--- config.mk ---
export PLATFORM = sky130hd
export DESIGN_NAME = base64_stream_decoder_top
export DESIGN_NICKNAME = d
export VERILOG_FILES = /design/src/b64d_pkg.sv /design/src/b64d_char_map.sv /design/src/b64d_unpack.sv /design/src/base64_stream_decoder_top.sv
export VERILOG_INCLUDE_DIRS = /design/src /design/src/src
export SDC_FILE = /design/constraint.sdc
export NUM_CORES = 1
export LEC_CHECK = 0
export BUFFER_PORTS_ARGS = -buffer_cell sky130_fd_sc_hd__buf_2
export CAP_MARGIN = 20
export CORE_AREA = 4 4 104 106
export DETAILED_ROUTE_END_ITERATION = 10
export DIE_AREA = 0 0 108 110
export GPL_ROUTABILITY_DRIVEN = 1
export PLACE_DENSITY_LB_ADDON = 0.2
export SYNTH_ARGS = -nofsm -noshare
export SYNTH_HDL_FRONTEND = slang
export SYNTH_HIERARCHICAL = 1
export SYNTH_SLANG_ARGS = --single-unit
--- constraint.sdc ---
create_clock -name i_clk -period 4.1 [get_ports i_clk]
set_clock_uncertainty 0.1 [all_clocks]
set_input_delay 0.41 -clock i_clk [delete_from_list [all_inputs] [get_ports i_clk]]
set_output_delay 0.41 -clock i_clk [all_outputs]
set_load 0.02 [all_outputs]
--- src/assert_macros.svh ---
// assertion macros included by the rtl top level
`ifndef ASSERT_MACROS_SVH
`define ASSERT_MACROS_SVH

// implication checked on every rising clock edge outside reset
`define ASSERT_CLK(label, clk, rst_n, prop, msg) \
    label: assert property (@(posedge clk) disable iff (!rst_n) prop) else $error(msg);

// consequent required in the cycle after the antecedent, outside reset
`define ASSERT_NEXT(label, clk, rst_n, ante, cons, msg) \
    label: assert property (@(posedge clk) disable iff (!rst_n) (ante) |=> (cons)) \
        else $error(msg);

`endif

--- src/b64d_pkg.sv ---
// types and constants of the base64 stream decoder
`timescale 1ns / 1ps
`default_nettype none

package b64d_pkg;

    localparam int unsigned BYTE_BITS = 8;
    localparam int unsigned CODE_BITS = 6;

    localparam logic [7:0] PAD_CHAR   = 8'h3D; // '='
    localparam logic [7:0] PLUS_CHAR  = 8'h2B; // '+'
    localparam logic [7:0] SLASH_CHAR = 8'h2F; // '/'
    localparam logic [7:0] UPPER_A    = 8'h41; // 'A'
    localparam logic [7:0] UPPER_Z    = 8'h5A;
    localparam logic [7:0] LOWER_A    = 8'h61; // 'a'
    localparam logic [7:0] LOWER_Z    = 8'h7A;
    localparam logic [7:0] DIGIT_0    = 8'h30; // '0'
    localparam logic [7:0] DIGIT_9    = 8'h39;

    typedef enum logic [1:0] {
        ERR_NONE    = 2'd0,
        ERR_INVALID = 2'd1,
        ERR_PAD     = 2'd2,
        ERR_MISSING = 2'd3
    } t_err;

    typedef struct packed {
        logic [7:0] character;
        logic       last_char;
    } t_in_item;

    typedef struct packed {
        logic [7:0] data_byte;
        logic       byte_valid;
        logic [1:0] error_code;
        logic       message_end;
    } t_out_item;

    typedef struct packed {
        logic       is_pad;
        logic       is_code;
        logic [5:0] code;
    } t_char_info;

endpackage

`default_nettype wire

--- src/b64d_char_map.sv ---
// maps one ascii character to its 6-bit base64 code
`timescale 1ns / 1ps
`default_nettype none

module b64d_char_map (
    input  wire logic [7:0]            i_character,
    output b64d_pkg::t_char_info       o_info
);

    logic [7:0] w_diff;

    always_comb begin
        w_diff         = 8'd0;
        o_info.is_pad  = (i_character == b64d_pkg::PAD_CHAR);
        o_info.is_code = 1'b1;
        o_info.code    = 6'd0;
        if (i_character >= b64d_pkg::UPPER_A && i_character <= b64d_pkg::UPPER_Z) begin
            w_diff      = i_character - b64d_pkg::UPPER_A;
            o_info.code = w_diff[5:0];
        end else if (i_character >= b64d_pkg::LOWER_A && i_character <= b64d_pkg::LOWER_Z) begin
            w_diff      = i_character - b64d_pkg::LOWER_A + 8'd26;
            o_info.code = w_diff[5:0];
        end else if (i_character >= b64d_pkg::DIGIT_0 && i_character <= b64d_pkg::DIGIT_9) begin
            w_diff      = i_character - b64d_pkg::DIGIT_0 + 8'd52;
            o_info.code = w_diff[5:0];
        end else if (i_character == b64d_pkg::PLUS_CHAR) begin
            o_info.code = 6'd62;
        end else if (i_character == b64d_pkg::SLASH_CHAR) begin
            o_info.code = 6'd63;
        end else begin
            o_info.is_code = 1'b0;
        end
    end

endmodule

`default_nettype wire

--- src/b64d_unpack.sv ---
// bit packing state and per-item result of the decoder
`timescale 1ns / 1ps
`default_nettype none

module b64d_unpack (
    input  wire logic                  i_clk,
    input  wire logic                  i_rst_n,
    input  wire logic                  i_step,
    input  wire b64d_pkg::t_in_item    i_item,
    output b64d_pkg::t_out_item        o_result
);

    logic [2:0]       r_phase, n_phase;
    logic [7:0]       r_partial, n_partial;
    logic             r_pad_mode, n_pad_mode;
    b64d_pkg::t_err   r_err, n_err;

    b64d_pkg::t_char_info w_info;
    logic [3:0]  w_sum;
    logic [7:0]  w_acc;
    logic [13:0] w_wide;
    logic        w_valid;
    logic [7:0]  w_byte;

    b64d_char_map u_char_map (
        .i_character (i_item.character),
        .o_info      (w_info)
    );

    always_comb begin
        n_phase    = r_phase;
        n_partial  = r_partial;
        n_pad_mode = r_pad_mode;
        n_err      = r_err;
        w_valid    = 1'b0;
        w_byte     = 8'd0;
        w_sum      = {1'b0, r_phase} + 4'(b64d_pkg::CODE_BITS);
        w_acc      = r_partial;
        w_wide     = 14'd0;
        if (r_err == b64d_pkg::ERR_NONE) begin
            if (w_info.is_pad) begin
                if (r_phase == 3'd0) begin
                    n_err = b64d_pkg::ERR_PAD;
                end else begin
                    n_phase    = w_sum[2:0];
                    n_partial  = 8'd0;
                    n_pad_mode = (w_sum[2:0] != 3'd0);
                end
            end else if (r_pad_mode) begin
                n_err = b64d_pkg::ERR_MISSING;
            end else if (!w_info.is_code) begin
                n_err = b64d_pkg::ERR_INVALID;
            end else begin
                // merge the code into the byte under construction
                if (r_phase == 3'd0) begin
                    w_acc = r_partial | {w_info.code, 2'b00};
                end else begin
                    w_acc = r_partial | {2'b00, w_info.code >> (r_phase - 3'd2)};
                end
                if (w_sum[3]) begin
                    w_valid = 1'b1;
                    w_byte  = w_acc;
                    w_wide  = {8'd0, w_info.code} << (4'd8 - {1'b0, w_sum[2:0]});
                    n_partial = (w_sum[2:0] == 3'd0) ? 8'd0 : w_wide[7:0];
                end else begin
                    n_partial = w_acc;
                end
                n_phase = w_sum[2:0];
            end
            if (i_item.last_char && n_err == b64d_pkg::ERR_NONE && n_pad_mode) begin
                n_err = b64d_pkg::ERR_MISSING;
            end
        end
        o_result.data_byte   = w_byte;
        o_result.byte_valid  = w_valid;
        o_result.error_code  = n_err;
        o_result.message_end = i_item.last_char;
    end

    always_ff @(posedge i_clk) begin
        if (!i_rst_n) begin
            r_phase    <= 3'd0;
            r_partial  <= 8'd0;
            r_pad_mode <= 1'b0;
            r_err      <= b64d_pkg::ERR_NONE;
        end else if (i_step) begin
            if (i_item.last_char) begin
                r_phase    <= 3'd0;
                r_partial  <= 8'd0;
                r_pad_mode <= 1'b0;
                r_err      <= b64d_pkg::ERR_NONE;
            end else begin
                r_phase    <= n_phase;
                r_partial  <= n_partial;
                r_pad_mode <= n_pad_mode;
                r_err      <= n_err;
            end
        end
    end

endmodule

`default_nettype wire

--- src/base64_stream_decoder_top.sv ---
// top level of the streaming base64 decoder
// usage
//   input channel: one base64 character per item in i_in_data, with
//   last_char marking the final character of a message
//   output channel: exactly one result item per input item, in order:
//   a decoded byte with byte_valid, the held error code and message_end
//   timing
//   an accepted item sits in the input register, its result is computed
//   from there and lands in the output register, raising o_out_valid,
//   when that register has room; one item per cycle sustained while
//   i_out_ready is high; the only loop is the decode state (bit phase,
//   partial byte, pad mode, error) updated once per item
//   stalls
//   when the receiver holds i_out_ready low the output register keeps its
//   item and the input register can still take one more item; only when
//   both are full does o_in_ready drop
//   reset
//   synchronous active-low reset empties both registers and returns the
//   decode state to phase zero, no pad run and no error
`timescale 1ns / 1ps
`default_nettype none

`include "assert_macros.svh"

module base64_stream_decoder_top (
    input  wire logic                  i_clk,
    input  wire logic                  i_rst_n,
    input  wire logic                  i_in_valid,
    output logic                       o_in_ready,
    input  wire b64d_pkg::t_in_item    i_in_data,
    output logic                       o_out_valid,
    input  wire logic                  i_out_ready,
    output b64d_pkg::t_out_item        o_out_data
);

    // input register
    logic                 r_in_valid;
    b64d_pkg::t_in_item   r_in;

    // output register
    logic                 r_out_valid;
    b64d_pkg::t_out_item  r_out;

    b64d_pkg::t_out_item  w_result;
    logic                 w_advance;

    // item moves from input register to output register when there is room
    assign w_advance  = r_in_valid && (!r_out_valid || i_out_ready);
    assign o_in_ready = !r_in_valid || w_advance;

    b64d_unpack u_unpack (
        .i_clk    (i_clk),
        .i_rst_n  (i_rst_n),
        .i_step   (w_advance),
        .i_item   (r_in),
        .o_result (w_result)
    );

    always_ff @(posedge i_clk) begin
        if (!i_rst_n) begin
            r_in_valid  <= 1'b0;
            r_out_valid <= 1'b0;
        end else begin
            // input side
            if (i_in_valid && o_in_ready) begin
                r_in_valid <= 1'b1;
            end else if (w_advance) begin
                r_in_valid <= 1'b0;
            end
            // output side
            if (w_advance) begin
                r_out_valid <= 1'b1;
            end else if (i_out_ready) begin
                r_out_valid <= 1'b0;
            end
        end
    end

    // payload registers, no reset needed
    always_ff @(posedge i_clk) begin
        if (i_in_valid && o_in_ready) begin
            r_in <= i_in_data;
        end
        if (w_advance) begin
            r_out <= w_result;
        end
    end

    assign o_out_valid = r_out_valid;
    assign o_out_data  = r_out;

    // a stalled result must not be overwritten
    `ASSERT_CLK(a_no_overwrite, i_clk, i_rst_n, (r_out_valid && !i_out_ready) |-> !w_advance, "result overwritten while stalled")
    // a byte is never given out while an error is reported
    `ASSERT_CLK(a_byte_no_error, i_clk, i_rst_n, (o_out_valid && o_out_data.byte_valid) |-> (o_out_data.error_code == b64d_pkg::ERR_NONE), "byte given out with error")
    // every advanced item produces a valid result next cycle
    `ASSERT_NEXT(a_advance_out, i_clk, i_rst_n, w_advance, r_out_valid, "advanced item lost")

endmodule

`default_nettype wire

==> results of run 1 <==
state kept, by name (all words and copies together), names as in the netlist:
| signal | count |
|---|---|
| r_in | 9 |
| u_unpack/r_partial | 8 |
| o_out_valid | 1 |
| r_in_valid | 1 |
| u_unpack/r_pad_mode | 1 |
| o_out_data | 12 |
| u_unpack/r_phase | 2 |
| u_unpack/r_err | 2 |
worst max-delay path, delay by kind of cell (launching register included):
family                   cells  cell delay, ns
adder cells (fa/ha/maj)      1            0.32
flip-flops                   1            0.59
AO/OA/AOI/OAI                3            0.59
AND/OR/NAND/NOR              6            1.45
buffers and inverters        1            0.21
power by group:
group,internal (µW),switching [µW]
clock network,137,135
registers,397,19.4
logic,53.1,81.0
total,587,235
how the worst max path moves through the flow:
stage	slack (ns)	end	cells after the start	from
2_1_floorplan	1.23	u_unpack/r_partial[4]$_SDFFE_PN0P_	12	r_in[1]$_DFFE_PP_
3_3_place_gp	0.73	u_unpack/r_partial[3]$_SDFFE_PN0P_	11	r_in[3]$_DFFE_PP_
3_5_place_dp	0.79	u_unpack/r_partial[3]$_SDFFE_PN0P_	11	r_in[3]$_DFFE_PP_
4_1_cts	0.75	u_unpack/r_partial[3]$_SDFFE_PN0P_	11	r_in[3]$_DFFE_PP_
5_1_grt	0.47	u_unpack/r_partial[6]$_SDFFE_PN0P_	11	r_in[3]$_DFFE_PP_
6_report	0.75	u_unpack/r_partial[3]$_SDFFE_PN0P_	11	r_in[3]$_DFFE_PP_
layout make-up:
class,instances,area share
Multi-Input combinational cell,168,0.478
Inverter,14,0.0198
Sequential cell,36,0.351
Timing Repair Buffer,27,0.0519
Clock inverter,2,0.00519
Tap cell,133,0.0628
Clock buffer,6,0.0311
Yosys cell counts (7+ instances only):
master	n	share of area
dfxtp_1	15	0.13
edfxtp_1	21	0.27
nand2_1	12	0.019
nor2_1	14	0.023
ha_1	12	0.064
inv_1	13	0.021
a21oi_1	14	0.030
a221oi_1	7	0.026
nand2b_1	7	0.019
nand3_1	8	0.017
mux2i_1	8	0.034
through the flow:
step | worst slack, ns | area [µm²] | instances | hold slack, ns
CTS | 0.753 | 2650 | 386 | 0.179
detailed placement | 0.785 | 2550 | 378 | 0.358
global route | 0.468 | 2650 | 386 | 0.174
finish | 0.750 | 2650 | 386 | 0.192
global placement | 0.730 | 2550 | 378 | 0.355
floorplan | 1.23 | 2330 | 231 | 0.341
layer usage:
| metal | routed length [µm] | part of all wire | vias up | GRT usage |
|---|---|---|---|---|
| met1 | 2690 | 0.49 | 856 | 0.136 |
| met5 | 0 | 0 | - | 0 |
| met4 | 93 | 0.017 | 0 | 0.0316 |
| met3 | 239 | 0.044 | 6 | 0.0233 |
| met2 | 2430 | 0.45 | 56 | 0.148 |
| li1 | - | - | 909 | - |
cell families (layout without fill, tap and decap cells):
kind of cell	Yosys count	after routing
buffers and inverters	27	49
adder cells (fa/ha/maj)	12	12
AO/OA/AOI/OAI	64	64
XOR/XNOR	3	3
multiplexers	10	10
flip-flops	36	36
AND/OR/NAND/NOR	79	79
cell usage in the layout (no fill, tap or decap), types with 2 or more instances in the layout:
| cell type | instances |
|---|---|
| mux2i_1 | 8 |
| a21boi_1 | 2 |
| dfxtp_1 | 15 |
| o21ai_0 | 6 |
| nand2b_1 | 7 |
| o22ai_1 | 6 |
| edfxtp_1 | 21 |
| buf_2 | 26 |
| xor2_1 | 2 |
| nor3_1 | 6 |
| inv_1 | 13 |
| a32o_1 | 2 |
| nor2b_1 | 3 |
| nor2b_4 | 2 |
| a21oi_1 | 14 |
| or3_1 | 6 |
| a211oi_1 | 2 |
| nor2_1 | 14 |
| o211ai_1 | 2 |
| a221oi_1 | 7 |
| nand3_1 | 8 |
| nor3b_1 | 2 |
| nor4_4 | 2 |
| o311ai_0 | 2 |
| a21boi_0 | 2 |
| nor3b_2 | 2 |
| mux2_2 | 2 |
| o21a_1 | 3 |
| ha_1 | 12 |
| clkbuf_8 | 6 |
| o31ai_1 | 2 |
| and2_1 | 2 |
| o21ai_1 | 3 |
| nand2_1 | 12 |
| and3_1 | 3 |
| nand3b_1 | 2 |
==> results.sh, run 1 <==
export IMPL_whs_path_depth=1
export IMPL_yosysWarnings=6
export IMPL_core_area_mm2=0.00977
export IMPL_ctsHoldBuffers=0
export IMPL_layout_min_cycle_time_ns=3.35
export IMPL_multi_input_area_mm2=0.00127
export IMPL_wire_per_inst_um=14.1
export IMPL_r2r_end="u_unpack/r_partial[3]$_SDFFE_PN0P_"
export IMPL_antenna_found_initial=0
export IMPL_period_share=0.817
export IMPL_synth_fa_ha_area_frac=0.0643
export IMPL_crit_arrival_ns=3.46
export IMPL_gr_total_overflow=0
export IMPL_netlist_area_mm2=0.00233
export IMPL_ys_flop_type="edfxtp_1"
export IMPL_synth_compound_area_share=0.209
export IMPL_max_stage_delay_ns=0.59
export IMPL_fmax_ghz=0.299
export IMPL_area_delta_synth_final_pct=13.6
export IMPL_synth_simple_area_share=0.214
export IMPL_start_util=0.239
export IMPL_worstPathCellList="inv_1 -> ha_1 -> a21o_1 -> and3_1 -> nor4_4 -> nor2_1 -> nand2_1 -> nor3b_2 -> o311ai_4 -> or3_1 -> o22ai_1"
export IMPL_required_ns=4.21
export IMPL_syn_inst=231
export IMPL_critPathLaunchType="flip-flop"
export IMPL_reg2reg_slack_ns=0.75
export IMPL_leakagePower_uw=0.000957
export IMPL_cts_setup_buffers=0
export IMPL_grt_pass1_wl_um=9230
export IMPL_rows=36
export IMPL_synth_edff_count=21
export IMPL_holdPathEnd="r_in[4]$_DFFE_PP_"
export IMPL_io_pin_count=27
export IMPL_fp_dieW_um=108
export IMPL_grt_pass1_vias=1835
export IMPL_slew_headroom=0.407
export IMPL_mappedNetlistNets=256
export IMPL_muxShareOfSynthArea=0.0440
export IMPL_vdd_drop_max_v=0.000152
export IMPL_hold_viol_final=0
export IMPL_ant_nets=0
export IMPL_cts_max_level=2
export IMPL_clkSinkCount=36
export IMPL_n_fill_cell=1047
export IMPL_clk_pin_slew_worst_paths_ns=0.08
export IMPL_diodes=0
export IMPL_drt_iter0_markers=99
export IMPL_fp_dieH_um=110
export IMPL_rsz0062_at_grt="no"
export IMPL_finalNetCount=277
export IMPL_grt_usage=0.0974
export IMPL_synth_top_family_by_area="simple AND/OR/NAND/NOR gates"
export IMPL_clock_path_buffers=2
export IMPL_cp_max_fo=12
export IMPL_min_from="i_in_data[4]"
export IMPL_die_area_mm2=0.0119
export IMPL_final_core_util=0.271
export IMPL_crit_path_end_kind="flip-flop"
export IMPL_setup_viol=0
export IMPL_tightest_slew_ns=0.890
export IMPL_status="completed"
export IMPL_ys_seq_area_frac=0.399
export IMPL_path_class="flip-flop to flip-flop"
export IMPL_avgSynthCellArea_um2=10.1
export IMPL_vias_per_cell=4.73
export IMPL_cp_slowest_cell="edfxtp_1"
export IMPL_totalWireLength_um=5460
export IMPL_place_gp_congestion=0.857
export IMPL_ff2ff_path_depth=11
export IMPL_async_flop_share=0
export IMPL_port_buffers=26
export IMPL_cts_resized=0
export IMPL_p_per_area_mw_per_mm2=310
export IMPL_drive_above_1_share=0.209
export IMPL_dpl_hpwl_um=4000
export IMPL_grt_max_degree=19
export IMPL_vias=1827
export IMPL_root_buffer="clkbuf_8"
export IMPL_drt_pass1_iter_count=4
export IMPL_cts_tree="yes"
export IMPL_slew_viol_final=0
export IMPL_finalSetupTns_ns=0
export IMPL_total_power_uw=823
export IMPL_drc=0
export IMPL_cts_buffers=5
export IMPL_reg2reg_from="r_in[3]$_DFFE_PP_"
export IMPL_synth_xor_area_frac=0.0113
export IMPL_seq_area_um2=931
export IMPL_min_path_type="input pin to flip-flop"
export IMPL_ys_types=59
export IMPL_clk_latency_ns=0.29
export IMPL_ys_ff_latch=36
export IMPL_max_cap_violations=0
(Power assumes the default switching activity.)
==> run 2: changes to the inputs <==
- clock period: 4.1 -> 3.5 ns (I/O delays scaled with it)
==> run 2 against run 1 <==
Core utilization up 0.31 points. Final area up 1.1%. Hold slack worse by 0.063 ns. Highest routed layer unchanged. Global-route usage down 0.37 points. Count of clock-buffer cells in the layout unchanged. Power up 19%. Sequential cell count unchanged. Sequential power up 16%.
==> results.sh, run 2 (same netlist as run 1, synthesis figures left out) <==
export IMPL_max_stage_delay_ns=0.55
export IMPL_clkSinkCount=36
export IMPL_grt_pass1_vias=1712
export IMPL_diodes=0
export IMPL_tightest_slew_ns=0.847
export IMPL_grt_max_degree=19
export IMPL_drc=0
export IMPL_p_sw_frac=0.294
export IMPL_vdd_drop_max_v=0.000169
export IMPL_cts_buffers=5
export IMPL_p_seq_frac=0.492
export IMPL_p_per_area_mw_per_mm2=365
export IMPL_clk_pin_slew_worst_paths_ns=0.08
export IMPL_mostFrequentLayoutCells="buf_2, edfxtp_1, dfxtp_1"
export IMPL_antenna_found_initial=0
export IMPL_cp_top_family="simple AND/OR/NAND/NOR gates"
export IMPL_cts_setup_buffers=0
export IMPL_pre_cts_ws_ns=0.342
export IMPL_area_delta_synth_final_pct=14.9
export IMPL_power_switching_uw=288
export IMPL_layout_min_cycle_time_ns=3.19
export IMPL_hold_viol_final=0
export IMPL_rows=36
export IMPL_die_area_mm2=0.0119
export IMPL_grt_pass1_wl_um=8720
export IMPL_fp_dieH_um=110
export IMPL_path_depth=11
export IMPL_vias_per_cell=4.64
export IMPL_wl_met2_um=2380
export IMPL_drive_above_1_share=0.222
export IMPL_reg2reg_from="r_in[3]$_DFFE_PP_"
export IMPL_rsz0062_at_grt="no"
export IMPL_wire_per_inst_um=13.8
export IMPL_n_fill_cell=1059
export IMPL_crit_arrival_ns=3.31
export IMPL_cts_resized=0
export IMPL_reg2reg_slack_ns=0.31
export IMPL_core_area_mm2=0.00977
export IMPL_status="completed"
export IMPL_largest_reg_flops=12
export IMPL_dpl_hpwl_um=3950
export IMPL_p_int_uw=691
export IMPL_critPathLaunchType="flip-flop"
export IMPL_cts_max_level=2
export IMPL_totalWireLength_um=5370
export IMPL_final_core_util=0.274
export IMPL_grt_usage=0.0937
export IMPL_port_buffers=26
export IMPL_cp_max_fo=12
export IMPL_setup_viol=0
export IMPL_min_path_type="input pin to flip-flop"
export IMPL_fmax_ghz=0.314
export IMPL_power_share_combinational=0.168
export IMPL_seq_area_um2=931
export IMPL_period_share=0.910
export IMPL_start_util=0.239
export IMPL_max_cap_violations=0
export IMPL_required_ns=3.62
export IMPL_multi_input_area_mm2=0.00127
export IMPL_cts_tree="yes"
export IMPL_wl_met1_um=2650
export IMPL_crit_start="r_in[3]$_DFFE_PP_"
export IMPL_finalNetCount=281
export IMPL_slew_viol_final=0
export IMPL_final_common_cell="buf_2"
export IMPL_place_gp_congestion=0.876
export IMPL_vias=1809
export IMPL_root_buffer="clkbuf_8"
export IMPL_dr_wl_met3_um=271
export IMPL_ctsHoldBuffers=0
export IMPL_slew_headroom=0.435
export IMPL_crit_path_end_kind="flip-flop"
export IMPL_finalSetupTns_ns=0
export IMPL_drt_iter0_markers=141
export IMPL_r2r_end="u_unpack/r_partial[3]$_SDFFE_PN0P_"
export IMPL_worstPathCellList="inv_1 -> ha_1 -> a21o_1 -> and3_1 -> nor4_4 -> nor2_1 -> nand2_1 -> nor3b_2 -> o311ai_4 -> or3_1 -> o22ai_1"
export IMPL_leakagePower_uw=0.000978
export IMPL_worstPathBufferInverterCount=1
export IMPL_critPathCapture="u_unpack/r_partial[3]$_SDFFE_PN0P_"
export IMPL_path_class="flip-flop to flip-flop"
export IMPL_fp_dieW_um=108
export IMPL_power_frac_clock=0.339
export IMPL_fin_ws_ns=0.314
export IMPL_total_power_uw=979
export IMPL_whs_ns=0.129
export IMPL_drt_pass1_iter_count=4
export IMPL_ff2ff_path_depth=11
export IMPL_gr_total_overflow=0
export IMPL_clock_path_buffers=2
export IMPL_io_pin_count=27
export IMPL_clk_latency_ns=0.29
export IMPL_ant_nets=0
export IMPL_cp_slowest_cell="edfxtp_1"
export IMPL_dr_max_layer_used="met4"
==> run 2: cell types whose count changed in the layout (fill, tap and decap cells not counted), sizes merged <==
| cell | change |
|---|---|
| buf | +4 |
==> run 2: worst min path at each step <==
stage | startpoint | endpoint | slack (ns) | depth (start not counted)
final | i_in_data[4] | r_in[4]$_DFFE_PP_ | 0.13 | 1
after global routing | i_in_data[8] | r_in[8]$_DFFE_PP_ | 0.12 | 1
after CTS | i_in_data[1] | r_in[1]$_DFFE_PP_ | 0.11 | 1
after detailed placement | u_unpack/r_phase[2]$_SDFFE_PN0P_ | u_unpack/r_phase[2]$_SDFFE_PN0P_ | 0.37 | 2
after global placement | u_unpack/r_phase[2]$_SDFFE_PN0P_ | u_unpack/r_phase[2]$_SDFFE_PN0P_ | 0.35 | 2
after floorplan | u_unpack/r_phase[2]$_SDFFE_PN0P_ | u_unpack/r_phase[2]$_SDFFE_PN0P_ | 0.34 | 2
==> run 2: through the flow <==
step,instances,area [µm²]
4_1_cts,390,2680
2_1_floorplan,231,2330
3_5_place_dp,382,2580
6_report,390,2680
3_3_place_gp,382,2580
5_1_grt,390,2680
==> run 2: final cells by class <==
cell class / count / share of cell area
Clock buffer: 6 / 0.0308
Clock inverter: 2 / 0.00513
Inverter: 14 / 0.0196
Multi-Input combinational cell: 168 / 0.473
Sequential cell: 36 / 0.347
Tap cell: 133 / 0.0621
Timing Repair Buffer: 31 / 0.0625
==> run 2: per-layer routing <==
| metal | vias to the layer above | GRT usage |
|---|---|---|
| met5 | - | 0 |
| met4 | 0 | 0.0334 |
| met3 | 4 | 0.0233 |
| met2 | 48 | 0.147 |
| met1 | 848 | 0.125 |
| li1 | 909 | - |
==> run 2: power groups by stage <==
stage	Combinational, µW	Clock [µW]	Sequential, µW
finish	165	332	482
detailed placement	163	0	492
floorplan	117	0	496
global placement	166	0	492
global route	182	364	485
CTS	164	350	482
